## src/sv/obbo_ram.sv

```systemverilog
// Generic single-write, single-read RAM with registered read data.
// No dependencies.
module obbo_ram #(
   parameter int WIDTH = 8,
   parameter int DEPTH = 16
) (
   input  logic                     clock,
   input  logic                     wr_en,
   input  logic [$clog2(DEPTH)-1:0] wr_addr,
   input  logic [WIDTH-1:0]         wr_data,
   input  logic                     rd_en,
   input  logic [$clog2(DEPTH)-1:0] rd_addr,
   output logic [WIDTH-1:0]         rd_data
);
   logic [WIDTH-1:0] mem_ff [DEPTH];
   logic [WIDTH-1:0] rd_data_ff;

   always_ff @(posedge clock) begin
      if (wr_en) begin
         mem_ff[wr_addr] <= wr_data;
      end
      if (rd_en) begin
         rd_data_ff <= mem_ff[rd_addr];
      end
   end

   assign rd_data = rd_data_ff;
endmodule

```

## config.mk

```make
export PLATFORM = sky130hd
export DESIGN_NAME = obbo_ram
export DESIGN_NICKNAME = d
export VERILOG_FILES = /design/src/sv/obbo_ram.sv
export SDC_FILE = /design/constraint.sdc
export NUM_CORES = 1
export LEC_CHECK = 0
export ABC_AREA = 0
export BUFFER_PORTS_ARGS = -buffer_cell sky130_fd_sc_hd__buf_2
export CAP_MARGIN = 20
export CORE_AREA = 3 3 102 104
export CTS_CLUSTER_SIZE = 30
export DETAILED_ROUTE_END_ITERATION = 7
export DIE_AREA = 0 0 105 107
export PLACE_DENSITY = 0.78
export SLEW_MARGIN = 20
export SYNTH_ARGS = -nofsm -noshare
export SYNTH_HDL_FRONTEND = slang
export SYNTH_SLANG_ARGS = --single-unit
```

## constraint.sdc

```tcl
create_clock -name clock -period 3.85 [get_ports clock]
set_clock_uncertainty 0.2 [all_clocks]
set_input_delay 0 -clock clock [delete_from_list [all_inputs] [get_ports clock]]
set_output_delay 0 -clock clock [all_outputs]
set_load 0.01 [all_outputs]
```

==> results of run 1 <==
## flip-flops by register name, summed over array words and instances, names as in the netlist
name and count:
mem_ff 128, rd_data 8
## layer usage
layer | vias to the layer above | track usage | part of all wire
met1 | 1265 | 0.2523 | 0.40
met2 | 95 | 0.3048 | 0.52
met3 | 8 | 0.05057 | 0.070
met4 | 0 | 0.05998 | 0.012
li1 | 1099 | - | -
met5 | - | 0 | 0
## stage by stage
step | utilization | std cells | hold slack (ns)
final | 0.6491 | 434 | 0.1870
after global routing | 0.6491 | 434 | 0.2081
after global placement | 0.5680 | 383 | 0.1755
after detailed placement | 0.5680 | 383 | 0.1793
after CTS | 0.6491 | 434 | 0.1670
after floorplan | - | 229 | -0.1011
## worst max path at each step
stage | endpoint | slack, ns | depth (start not counted) | start
floorplan | mem_ff[0][0]$_DFFE_PP_ | 2.16 | 2 | wr_addr[2]
global placement | rd_data[2]$_DFFE_PP_ | 1.61 | 5 | rd_addr[0]
detailed placement | rd_data[5]$_DFFE_PP_ | 1.57 | 5 | rd_addr[0]
CTS | rd_data[5]$_DFFE_PP_ | 1.57 | 6 | rd_addr[0]
global route | rd_data[5]$_DFFE_PP_ | 1.39 | 6 | rd_addr[0]
finish | rd_data[5]$_DFFE_PP_ | 1.56 | 6 | rd_addr[0]
## what timing repair did
item                                   CTS  global route
hold buffers                            19             0
setup endpoints to repair                0             0
endpoints found under the hold margin  236             0
buffers inserted                         0             0
## worst register-to-register path, delay by kind of cell, from the launching register on
kind            cells  cell delay (ns)
flops               1             0.37
simple gates        1             0.08
mux                 1             0.50
compound gates      1             0.20
buf+inv             1             0.56
## cell type report
type,instances,share of cell area
timing repair buffer,50,0.05719
tap,133,0.02659
clock inverter,14,0.02779
clock buffer,18,0.06679
multi-input combinational,83,0.1690
sequential,136,0.6527
## cell families (layout without fill, tap and decap cells)
group | after synthesis | count (layout)
compound gates | 16 | 16
buf+inv | 10 | 82
simple gates | 35 | 35
mux | 32 | 32
flops | 136 | 136
## Yosys cell counts (all sizes together)
master,n
mux4,32
nand3,1
or3b,1
edfxtp,136
and2,1
nor3,4
nor2,13
clkdlybuf4s25,3
a22oi,16
nand3b,2
buf,7
nor2b,1
nand2b,2
nand2,9
and2b,1
## cells in the final DEF (no fill, tap or decap), types with 5 or more instances in the layout
cell             n
nand2_1          9
mux4_2          18
mux4_1          14
nor2_1          13
dlygate4sd3_1   19
buf_2           26
buf_4            5
edfxtp_1       136
a22oi_1         16
clkbuf_16       16
## where the power goes
group          switching (mW)  internal, mW
clock network           0.597         0.989
registers             0.00917          1.67
logic                  0.0853        0.0715
total                   0.691          2.73
==> impl_metrics.ini, run 1 <==
[critical_path]
r2r-end = rd_data[5]$_DFFE_PP_
critPathKind = primary input to flop
path_buf_inv = 3
path_delay_family = buffers and inverters
cp.required_ns = 3.90
slowest_delay_ns = 0.58
crit_fanout = 22
cp_cell_sequence = buf_2, buf_4, mux4_1, a22oi_1, nand2_1, dlygate4sd3_1
timing.rr.start = mem_ff[2][5]$_DFFE_PP_
cp-start-kind = primary input
cp_slowest_cell = mux4_1
reg2reg_slack_ns = 1.69
rr_worst_depth = 4
end_kind = flop
crit_arrival_ns = 2.35

[cts]
cts_buffer_depth = 2
htreeDepth = 4
cts_sinks = 136
cts_buffers = 17
cts.repair.resized = 0
path_clk_slew_ns = 0.06
root_buffer = clkbuf_8
cts_tree = built
clk_latency_ns = 0.51

[placement]
dp_hpwl_um = 5909
gp_congestion = 0.7509
io_buffers = 26
place_area_um2 = 5475
place_ws_ns = 1.569

[sta]
hold_viol_final = 0
timing.final.crit_share = 0.5960
layout_setup_ws_ns = 1.555
slew_viol_final = 0
max_freq_mhz = 435.8
tightestPinTransition_ns = 0.9697
setup_violations = 0
post-route-min-period_ns = 2.295
max_slew_margin = 0.3512
setup_tns_ns = 0
rsz0062_at_grt = false

[pwr]
leakage_nw = 2.094
p_per_area_nw_per_um2 = 546.7
power.total_mw = 3.421
ir_drop_v = 0.0003479

[logic_synthesis]
synthSimpleGateAreaFrac = 0.03135
ys_seq_area_frac = 0.7812
yosys.area_share.adder = 0
yosysWarnings = 0
synth_cell_types = 18
synth_xor_area_frac = 0
yosys_register_bits = 136
post-synth-top-area-fraction = 0.7812
yosys-top-cells-area = edfxtp_1, mux4_2, mux4_1
synth_fp_nets = 248
synth_area_um2 = 5228
synth_compound_area_frac = 0.02298
synthCells = 229
synth_top_family_by_area = multiplexers
yosysTopAreaCell = edfxtp_1
synth.avg_cell_area_um2 = 22.83
muxShareOfSynthArea = 0.1479

[finish]
multi_input_area_um2 = 1057
seqCellArea_um2 = 4084
nets = 307
nFillCells = 624
diodes = 0
layout-drive-gt1-share = 0.2691
syn_to_final_growth_pct = 19.70
final_area_um2 = 6257

[die]
die_x_um = 105
io_pins = 27
std_cell_rows = 36
core_region_area_um2 = 9639
dieArea_um2 = 11240
die_y_um = 107
start_util = 0.5423

[routing]
vias_per_cell = 5.684
dr.pass1.iters = 4
ant_nets = 0
drt_wl_total_um = 9741
remaining_drc_errors = 0
wire_per_inst_um = 22.44
drt-initial-drc-count = 204
vias = 2467

[global_routing]
grt_max_degree = 33
grt_pass1_vias = 2593
antenna_found_initial = 0
grt_usage = 0.1880
grt_pass1_wl_um = 15040
gr-total-overflow = 0

[worst_hold_path]
min-delay-start = rd_addr[1]
hold_path.class = primary input to flop
min_to = rd_data[6]$_DFFE_PP_
hold_path_depth = 4

[status]
outcome = complete, no violations

[flow_run]
drv_cap = 0
Power figures use the tool's default switching activity.
==> run 2: changes to the inputs <==
Settings changed: ABC_AREA 0 to 1, CORE_AREA 3 3 102 104 to 3 3 108 110, DIE_AREA 0 0 105 107 to 0 0 111 113, PLACE_DENSITY 0.78 to 0.77.
Clock period 3.85 ns to 2.2 ns, I/O delays scaled along.
==> impl_metrics.ini, run 2 <==
[sta]
hold_viol_final = 0
timing.final.crit_share = 0.9607
tightestPinTransition_ns = 0.8004
max_freq_mhz = 473.1
layout_setup_ws_ns = 0.08646
post-route-min-period_ns = 2.114
setup_violations = 0
max_slew_margin = 0.4644
slew_viol_final = 0

[critical_path]
timing.rr.start = mem_ff[7][0]$_DFFE_PP_
critPathKind = primary input to flop
cp-start-kind = primary input
end_kind = flop
crit_fanout = 64
cp.required_ns = 2.27
crit_arrival_ns = 2.18
reg2reg_slack_ns = 0.32
startpoint = rd_addr[0]

[pwr]
ir_drop_v = 0.0008029
p_int_mw = 5.089
comb_power_share = 0.059
clkPwrFrac = 0.480
leakage_nw = 2.935
switching_share = 0.2018
p_per_area_nw_per_um2 = 927.5
pwr-share-seq = 0.461
p_switching_mw = 1.287

[die]
die_x_um = 111
dieArea_um2 = 12540
die_y_um = 113
std_cell_rows = 38
io_pins = 27
start_util = 0.5417
core_region_area_um2 = 10790

[cts]
cts_setup_buffers = 0
cts_sinks = 136
root_buffer = clkbuf_8
cts_tree = built
path_clk_slew_ns = 0.06
cts_buffer_depth = 2
htreeDepth = 4
clk_latency_ns = 0.51
cts_buffers = 17

[routing]
ant_nets = 0
vias = 3956
vias_per_cell = 5.296
drt-initial-drc-count = 358
dr.pass1.iters = 5
wire_per_inst_um = 17.53
remaining_drc_errors = 0
drt_wl_total_um = 13100

[finish]
layout-drive-gt1-share = 0.09720
seqCellArea_um2 = 4084
final_area_um2 = 6874
largest_reg_flops = 128
nets = 614
diodes = 0
multi_input_area_um2 = 1214
final_cell_mix = nand2_1, edfxtp_1, inv_1
mostFrequentLayoutCell = nand2_1
largest-register = mem_ff
nFillCells = 796
syn_to_final_growth_pct = 17.57

[logic_synthesis]
synth_fp_nets = 570
synth_cell_types = 11
muxShareOfSynthArea = 0
synth_common_cells = nand2_1, edfxtp_1, inv_1
yosysWarnings = 0
synthSimpleGateAreaFrac = 0.2076
ys_seq_area_frac = 0.6985
yosysMostFrequentCell = nand2_1
synth_top_family_by_area = simple AND/OR/NAND/NOR gates
synth_enable_flop_cells = 136
synth_compound_area_frac = 0
synthArstFlopShare = 0
yosysTopAreaCell = edfxtp_1
yosys.area_share.adder = 0
yosys-top-cells-area = edfxtp_1, nand2_1, nand3_1
post-synth-top-area-fraction = 0.6985
synth.avg_cell_area_um2 = 10.61
yosys_register_bits = 136
synth_area_um2 = 5847
synth_flop_cell = edfxtp_1
synth_xor_area_frac = 0
synthCells = 551

[status]
outcome = complete, no violations

[global_routing]
grt_max_degree = 65
grt_pass1_vias = 3917
gr-total-overflow = 0
antenna_found_initial = 0
grt_usage = 0.2184
grt_pass1_wl_um = 20480

[placement]
io_buffers = 26
place_ws_ns = 0.3393
dp_hpwl_um = 7995
gp_congestion = 0.9261
place_area_um2 = 6013

[flow_run]
drv_cap = 0

[worst_hold_path]
hold_path.class = primary input to flop
min-delay-start = rd_addr[1]
## run 2: routing by layer
| metal | global-route usage | wire, um |
|---|---|---|
| met5 | 0 | 0 |
| met4 | 0.1199 | 492 |
| met3 | 0.05775 | 993 |
| met2 | 0.3439 | 6282 |
| met1 | 0.2786 | 5328 |
## run 2: final cells by class
cell class / count / area share
multi-input combinational: 289 / 0.1766
inverter: 102 / 0.05606
tap: 140 / 0.02548
clock inverter: 14 / 0.03349
sequential: 136 / 0.5941
timing repair buffer: 49 / 0.05406
clock buffer: 17 / 0.06025
## run 2: logic make-up after synthesis
family	after synthesis
flops	136
buf+inv	126
simple gates	289
## run 2: worst paths after layout
| path | cells after the start | end |
|---|---|---|
| setup reg to reg | 7 | rd_data[0]$_DFFE_PP_ |
| hold reg to reg | 6 | rd_data[6]$_DFFE_PP_ |
| setup / recovery | 9 | rd_data[0]$_DFFE_PP_ |
| hold / removal | 5 | rd_data[7]$_DFFE_PP_ |
## run 2: critical path: stages
cell and delay (ns):
dlygate4sd3_1 0.53, buf_2 0.16, buf_6 0.41, nand2_1 0.11, nand3_1 0.16, nand3_1 0.09, dlygate4sd3_1 0.57, nand3_1 0.09
nand2_1 0.05
## run 2: power groups by stage
stage | combinational (mW) | clock (mW) | sequential [mW]
global placement | 0.332 | 0 | 2.99
global route | 0.412 | 3.22 | 2.94
floorplan | 0.205 | 0 | 2.99
finish | 0.374 | 3.06 | 2.94
CTS | 0.368 | 3.08 | 2.94
detailed placement | 0.336 | 0 | 2.99
## run 2: repair_timing
item	in CTS	in global routing
resized for setup	0	3
setup endpoints to repair	0	2
hold endpoints to repair	247	0
hold buffers	21	0
## run 2: stage by stage
| stage | hold slack (ns) | std cells | setup TNS [ns] | total power, mW | utilization |
|---|---|---|---|---|---|
| finish | 0.1094 | 747 | 0 | 6.376 | 0.6369 |
| global route | 0.1506 | 747 | -0.001551 | 6.573 | 0.6369 |
| CTS | 0.06961 | 747 | 0 | 6.390 | 0.6363 |
| detailed placement | 0.1646 | 695 | 0 | 3.329 | 0.5572 |
| global placement | 0.1660 | 695 | 0 | 3.324 | 0.5572 |
| floorplan | -0.1011 | 551 | 0 | 3.197 | - |
